--- src/rtl/assert_macros.svh ---
// Assertion macros shared by the RTL files.
// Bodies are empty when SYNTHESIS is defined.
`ifndef ASSERT_MACROS_SVH
`define ASSERT_MACROS_SVH

`ifndef SYNTHESIS

`define ASSERT_IMPLIES(lbl, clk, rstn, ante, cons) \
    lbl: assert property (@(posedge clk) disable iff (!(rstn)) (ante) |-> (cons)) \
        else $error("assertion failed");

`define ASSERT_NEXT(lbl, clk, rstn, ante, cons) \
    lbl: assert property (@(posedge clk) disable iff (!(rstn)) (ante) |=> (cons)) \
        else $error("assertion failed");

`else

`define ASSERT_IMPLIES(lbl, clk, rstn, ante, cons)

`define ASSERT_NEXT(lbl, clk, rstn, ante, cons)

`endif

`endif

--- src/rtl/modexp_pkg.sv ---
// Package for the modular exponentiation block: widths, register indexes, reset values.
// No dependencies.
package modexp_pkg;

    localparam int WORD_WIDTH_DEFAULT = 32;
    localparam int FIELD_WIDTH        = 32;
    localparam int CFG_INDEX_WIDTH    = 2;

    localparam logic [CFG_INDEX_WIDTH-1:0] REG_EXPONENT = 2'd0;
    localparam logic [CFG_INDEX_WIDTH-1:0] REG_MODULUS  = 2'd1;

    localparam logic [FIELD_WIDTH-1:0] EXPONENT_RESET = 32'd1;
    localparam logic [FIELD_WIDTH-1:0] MODULUS_RESET  = 32'd1;

endpackage

--- src/rtl/modular_exponentiation_top.sv ---
// Modular exponentiation, right-to-left binary square-and-multiply, bit-serial datapath.
// Depends on modexp_pkg and assert_macros.svh.
//
// An item is taken when start is high and busy is low; base is raised to the exponent
// register modulo the modulus register. One shared bit-serial modular multiplier does all
// the work, one multiplier bit per cycle, and each reduction or product is one pass over
// the word: one pass reduces the base, one multiply pass follows per set exponent bit and
// one square pass per exponent bit below the top set bit, so 1 + popcount(e) + index of
// the top set bit of e passes in all; a zero exponent answers 1 after the reduction. The
// result appears on power_mod with done high for exactly one cycle and must be taken
// then: there is no way to hold it off. busy drops in the same cycle, so the next item
// may start at once. A modulus whose low WORD_WIDTH bits are zero behaves as
// 2^WORD_WIDTH. Register writes are always taken (cfg_ready is tied high); write them
// only while the block is idle.

`include "assert_macros.svh"

module modular_exponentiation_top #(
    parameter int WORD_WIDTH = modexp_pkg::WORD_WIDTH_DEFAULT
) (
    input  logic                                   clk,
    input  logic                                   rst_n,
    input  logic                                   start,
    input  logic [modexp_pkg::FIELD_WIDTH-1:0]     base,
    output logic                                   busy,
    output logic                                   done,
    output logic [modexp_pkg::FIELD_WIDTH-1:0]     power_mod,
    input  logic                                   cfg_valid,
    output logic                                   cfg_ready,
    input  logic [modexp_pkg::CFG_INDEX_WIDTH-1:0] cfg_index,
    input  logic [modexp_pkg::FIELD_WIDTH-1:0]     cfg_data
);

    localparam int CW = (WORD_WIDTH > 1) ? $clog2(WORD_WIDTH) : 1;
    localparam int FW = modexp_pkg::FIELD_WIDTH;

    typedef enum logic [1:0] {
        ST_IDLE,
        ST_REDUCE,
        ST_MUL,
        ST_SQR
    } state_t;

    state_t                state_reg, state_next;
    logic [CW-1:0]         cnt_reg, cnt_next;
    logic [WORD_WIDTH-1:0] scan_reg, scan_next;
    logic [WORD_WIDTH-1:0] add_reg, add_next;
    logic [WORD_WIDTH-1:0] r_reg, r_next;
    logic [WORD_WIDTH-1:0] acc_reg, acc_next;
    logic [WORD_WIDTH-1:0] bmod_reg, bmod_next;
    logic [WORD_WIDTH-1:0] exp_reg, exp_next;
    logic                  done_reg, done_next;
    logic [FW-1:0]         power_mod_reg, power_mod_next;
    logic [FW-1:0]         exponent_reg;
    logic [FW-1:0]         modulus_reg;

    logic [WORD_WIDTH-1:0] mod_w;
    logic [WORD_WIDTH-1:0] one_w;
    logic [WORD_WIDTH-1:0] add_sel;
    logic [WORD_WIDTH+1:0] t_sum;
    logic [WORD_WIDTH+2:0] d1;
    logic [WORD_WIDTH+2:0] d2;
    logic [WORD_WIDTH-1:0] r_step;
    logic                  last;
    logic                  accept;

    assign mod_w     = modulus_reg[WORD_WIDTH-1:0];
    assign one_w     = WORD_WIDTH'(1);
    assign last      = (cnt_reg == CW'(WORD_WIDTH - 1));
    assign accept    = start && (state_reg == ST_IDLE);
    assign busy      = (state_reg != ST_IDLE);
    assign done      = done_reg;
    assign power_mod = power_mod_reg;
    assign cfg_ready = 1'b1;

    // r' = 2r + bit*a, reduced by up to two subtractions of the modulus
    always_comb
    begin
        add_sel = scan_reg[WORD_WIDTH-1] ? add_reg : '0;
        t_sum   = {1'b0, r_reg, 1'b0} + {2'b00, add_sel};
        d1      = {1'b0, t_sum} - {3'b000, mod_w};
        d2      = {1'b0, t_sum} - {2'b00, mod_w, 1'b0};
        if (!d2[WORD_WIDTH+2])
        begin
            r_step = d2[WORD_WIDTH-1:0];
        end
        else if (!d1[WORD_WIDTH+2])
        begin
            r_step = d1[WORD_WIDTH-1:0];
        end
        else
        begin
            r_step = t_sum[WORD_WIDTH-1:0];
        end
    end

    always_comb
    begin
        state_next     = state_reg;
        cnt_next       = cnt_reg;
        scan_next      = scan_reg;
        add_next       = add_reg;
        r_next         = r_reg;
        acc_next       = acc_reg;
        bmod_next      = bmod_reg;
        exp_next       = exp_reg;
        done_next      = 1'b0;
        power_mod_next = power_mod_reg;

        unique case (state_reg)
            ST_IDLE:
            begin
                if (start)
                begin
                    state_next = ST_REDUCE;
                    cnt_next   = '0;
                    scan_next  = base[WORD_WIDTH-1:0];
                    add_next   = (mod_w == one_w) ? '0 : one_w;
                    r_next     = '0;
                    acc_next   = one_w;
                    exp_next   = exponent_reg[WORD_WIDTH-1:0];
                end
            end
            default:
            begin
                r_next    = r_step;
                scan_next = scan_reg << 1;
                cnt_next  = cnt_reg + CW'(1);
                if (last)
                begin
                    cnt_next = '0;
                    r_next   = '0;
                    unique case (state_reg)
                        ST_REDUCE:
                        begin
                            bmod_next = r_step;
                            if (exp_reg == '0)
                            begin
                                state_next     = ST_IDLE;
                                done_next      = 1'b1;
                                power_mod_next = FW'(one_w);
                            end
                            else if (exp_reg[0])
                            begin
                                state_next = ST_MUL;
                                scan_next  = acc_reg;
                                add_next   = r_step;
                            end
                            else
                            begin
                                state_next = ST_SQR;
                                scan_next  = r_step;
                                add_next   = r_step;
                            end
                        end
                        ST_MUL:
                        begin
                            acc_next = r_step;
                            if ((exp_reg >> 1) == '0)
                            begin
                                state_next     = ST_IDLE;
                                done_next      = 1'b1;
                                power_mod_next = FW'(r_step);
                            end
                            else
                            begin
                                state_next = ST_SQR;
                                scan_next  = bmod_reg;
                                add_next   = bmod_reg;
                            end
                        end
                        default:
                        begin
                            bmod_next = r_step;
                            exp_next  = exp_reg >> 1;
                            if (exp_reg[1])
                            begin
                                state_next = ST_MUL;
                                scan_next  = acc_reg;
                                add_next   = r_step;
                            end
                            else
                            begin
                                state_next = ST_SQR;
                                scan_next  = r_step;
                                add_next   = r_step;
                            end
                        end
                    endcase
                end
            end
        endcase
    end

    always_ff @(posedge clk or negedge rst_n)
    begin
        if (!rst_n)
        begin
            state_reg     <= ST_IDLE;
            cnt_reg       <= '0;
            done_reg      <= 1'b0;
            power_mod_reg <= '0;
        end
        else
        begin
            state_reg     <= state_next;
            cnt_reg       <= cnt_next;
            done_reg      <= done_next;
            power_mod_reg <= power_mod_next;
        end
    end

    always_ff @(posedge clk)
    begin
        scan_reg <= scan_next;
        add_reg  <= add_next;
        r_reg    <= r_next;
        acc_reg  <= acc_next;
        bmod_reg <= bmod_next;
        exp_reg  <= exp_next;
    end

    always_ff @(posedge clk or negedge rst_n)
    begin
        if (!rst_n)
        begin
            exponent_reg <= modexp_pkg::EXPONENT_RESET;
            modulus_reg  <= modexp_pkg::MODULUS_RESET;
        end
        else if (cfg_valid && cfg_ready)
        begin
            unique case (cfg_index)
                modexp_pkg::REG_EXPONENT: exponent_reg <= cfg_data;
                modexp_pkg::REG_MODULUS:  modulus_reg  <= cfg_data;
                default:                  ;
            endcase
        end
    end

    `ASSERT_IMPLIES(a_done_idle, clk, rst_n, done, !busy)
    `ASSERT_NEXT(a_done_single, clk, rst_n, done, !done)
    `ASSERT_NEXT(a_accept_busy, clk, rst_n, accept, busy)
    `ASSERT_IMPLIES(a_busy_from_start, clk, rst_n, $rose(busy), $past(start))

endmodule

--- config.mk ---
export PLATFORM = sky130hd
export DESIGN_NAME = modular_exponentiation_top
export DESIGN_NICKNAME = d
export VERILOG_FILES = /design/src/rtl/modexp_pkg.sv /design/src/rtl/modular_exponentiation_top.sv
export VERILOG_INCLUDE_DIRS = /design/src /design/src/rtl
export SDC_FILE = /design/constraint.sdc
export NUM_CORES = 1
export LEC_CHECK = 0
export ABC_AREA = 1
export BUFFER_PORTS_ARGS = -buffer_cell sky130_fd_sc_hd__buf_2
export CORE_ASPECT_RATIO = 1.1
export CORE_MARGIN = 1.5
export CORE_UTILIZATION = 31
export CTS_CLUSTER_DIAMETER = 40
export DETAILED_ROUTE_END_ITERATION = 7
export GPL_TIMING_DRIVEN = 0
export PLACE_DENSITY = 0.58
export SLEW_MARGIN = 20
export SYNTH_ARGS = -nofsm -noshare
export SYNTH_HDL_FRONTEND = slang
export SYNTH_SLANG_ARGS = --single-unit
export TNS_END_PERCENT = 5
--- constraint.sdc ---
create_clock -name clk -period 7.08 [get_ports clk]
set_clock_uncertainty 0.2 [all_clocks]
set_input_delay 0.354 -clock clk [delete_from_list [all_inputs] [get_ports clk]]
set_output_delay 0.354 -clock clk [all_outputs]
set_load 0.05 [all_outputs]
==> metrics <==
status=finished clean; DRT Wirelength=78.71 mm; WL per Instance=20.04 um; register area share after synthesis=40.24%; CTS Buffer Depth=3; Post-synth EDFFs=192; highest clock rate=0.1477 GHz; post-CTS setup buffer count=0; drt drc=0; Synth Flop Type=edfxtp_1; RSZ-0062 raised after global routing=no; Netlist cell types=59; Mapped Cells=2838; nets=3211; Worst-Margin Slew=1.143 ns; Setup TNS=0 ns; GR Util All Layers=22.60%; CP peak stage delay=0.60 ns; crit path DAT=6.81 ns; Hold Crit Start=base[6]; commonest cells in the netlist=833 x nand2_1, 430 x inv_1, 208 x nor2_1; grt met2 use=38.52%; asr flop ratio synth=35.14%; hold crit path type=primary input to flop; Crit. End Element=flop; Antenna Nets Post-Route=0; pin count of the biggest net entering global routing=64; final hold vios=0; CP top delay family=simple AND/OR/NAND/NOR gates; Initial Utilization=31.33%; Slowest cell on crit path=nand2_1; #FFs+latches synth=296; Syn Area/Cell=7.330 um2; clk root buf=clkbuf_16; worst skew pair latency=0.57 ns; core region area=66390 um2; detailed-route via count=19850; R2R Path End=add_reg[29]$_SDFFCE_PP0P_; Min Clock Period, post-route=6.771 ns; r2r setup slk=0.31 ns; synth top area cells=edfxtp_1 28%, nand2_1 15%, dfrtp_1 12%; Yosys top cell area share=27.71%; total of warnings raised by yosys=0; Max Cap Violations=0; GR Util met3=2.346%; Cell Rows=99; Min-Delay Endpoint=scan_reg[6]$_DFFE_PP_; Iter 0 DRT Violations=1954; HPWL Detailed=62.02 mm; first drt pass iteration count=6; most used cell, CP=nand2_1; # port buffers=103; CTS Sinks=296; Tcrit/Tclk final=95.64%; CTS tree=built; first-pass GRT wire length=116.6 mm; final setup violation count=0; FF-to-FF path depth=26; vias per cell=5.056; FILL cells=7072; Buf+Inv Stages, Crit Path=4; global route overflow=0; vias in the first global route=18950; Reg-to-Reg Start=scan_reg[31]$_DFFE_PP_; worst hold stages=5; Num CTS Buffers=38; CP Class=flop to flop; GR peak layer=met2; most common cell in the netlist=nand2_1; I/O pin total=105; Worst-path clk slew=0.06 ns; die height=274.7 um; M1 GR Usage=29.13%; Layout area overhead=17.87%; layout cell share with drive strength beyond 1=9.681%; Rel. slew slack=23.83%; Final Max Tran Viols=0; Critical Path Start Type=flop; GP Congestion=0.9660; Post-Syn Nets=3011; post-synth top area cell=edfxtp_1; Mapped Area=20800 um2; Die Wd=250.0 um; critical path peak fanout=10; Worst Setup SP=scan_reg[31]$_DFFE_PP_; DIE AREA=68670 um2; number of H-tree levels=2; Crit path required time=7.12 ns; antenna violations before repair=3
[worst register-to-register path, cell delays in order, from the launching register on]
cell,delay (ns)
edfxtp_1,0.57
clkbuf_1,0.47
nand2_1,0.15
inv_1,0.09
ha_1,0.16
inv_1,0.06
fa_1,0.40
nand3b_1,0.18
nand2_2,0.14
a21oi_1,0.16
o21ai_0,0.44
xor2_1,0.34
inv_1,0.16
ha_1,0.38
nand2_1,0.10
nor2_1,0.27
nand3_1,0.11
o21ai_1,0.48
nand3_1,0.23
nand2_1,0.11
nand2_1,0.05
nand2_1,0.11
nand2_1,0.07
nand2_1,0.07
nand2_1,0.05
nand2_1,0.60
a21oi_1,0.32
[layout by cell type, fill, tap and decap left out, types with 4 or more instances in the layout]
cell	instances
a21o_1	5
a21oi_1	207
a221oi_1	6
a22oi_1	6
a31oi_1	5
buf_1	6
buf_16	5
buf_2	111
buf_6	7
bufinv_16	5
clkbuf_1	74
clkbuf_16	43
dfrtp_1	102
dlygate4sd3_1	51
edfxtp_1	192
ha_1	100
inv_1	428
inv_2	27
inv_6	6
nand2_1	833
nand2_2	36
nand3_1	133
nand3_2	4
nand3_4	10
nand3b_1	17
nand4_1	20
nor2_1	205
nor2_4	5
nor3_1	15
nor4_1	15
o211ai_1	10
o21a_1	5
o21ai_0	184
o21ai_1	25
o21bai_1	21
o22ai_1	19
xnor2_1	25
xor2_1	40
[timing repair]
item	4_1_cts	5_1_grt
gates resized for setup	0	0
hold endpoints to repair	187	0
hold buffers	51	0
[final cells by class]
type | instances | area [um2] | share of cell area [%]
plain buffers | 95 | 440.4 | 1.796
clock inverters | 21 | 307.8 | 1.255
flip-flops and latches | 296 | 8371 | 34.14
diodes | 1 | 2.502 | 0.01021
well taps | 858 | 1074 | 4.378
inverters | 459 | 1725 | 7.036
multi-input cells | 1988 | 10290 | 41.97
repair buffers | 160 | 1190 | 4.853
clock buffers | 49 | 1119 | 4.562
[per-stage QoR]
stage / instances / hold WS [ns] / setup slack (ns) / util [%] / instance area, um2
after global placement: 3799 / 0.2671 / 0.5681 / 33.73 / 22390
after global routing: 3926 / 0.07006 / 0.05614 / 36.93 / 24520
after floorplan: 2838 / -0.1416 / 2.529 / - / 20800
final: 3927 / 0.01273 / 0.3087 / 36.93 / 24520
after CTS: 3926 / 0.001042 / 0.5522 / 36.93 / 24520
after detailed placement: 3805 / 0.1054 / 0.5789 / 34.01 / 22580
[logic make-up after synthesis]
logic type                 Yosys count  synth area share (%)
AOI/OAI and AO/OA                  510                 13.44
other                                1               0.01803
xor gates and xnor gates            65                 2.737
and+or+nand+nor                   1309                 26.87
DFF                                296                 40.24
adders and majority gates          103                 6.303
buffers and inverters              554                 10.40
[worst max path at each step]
stage	endpoint	depth (start not counted)	slack (ns)
6_report	add_reg[29]$_SDFFCE_PP0P_	26	0.31
5_1_grt	add_reg[27]$_SDFFCE_PP0P_	32	0.06
4_1_cts	scan_reg[29]$_DFFE_PP_	28	0.55
3_5_place_dp	add_reg[29]$_SDFFCE_PP0P_	26	0.58
3_3_place_gp	add_reg[27]$_SDFFCE_PP0P_	32	0.57
2_1_floorplan	scan_reg[25]$_DFFE_PP_	33	2.53
[layer usage]
metal / routed length (um) / part of all wire (%)
met1: 33000 / 42
met3: 5117 / 6.5
met5: 0 / 0
met4: 3314 / 4.2
met2: 37280 / 47
Power is not shown: default switching activity piles up to over one toggle a cycle in this logic, so the estimate is an artifact.
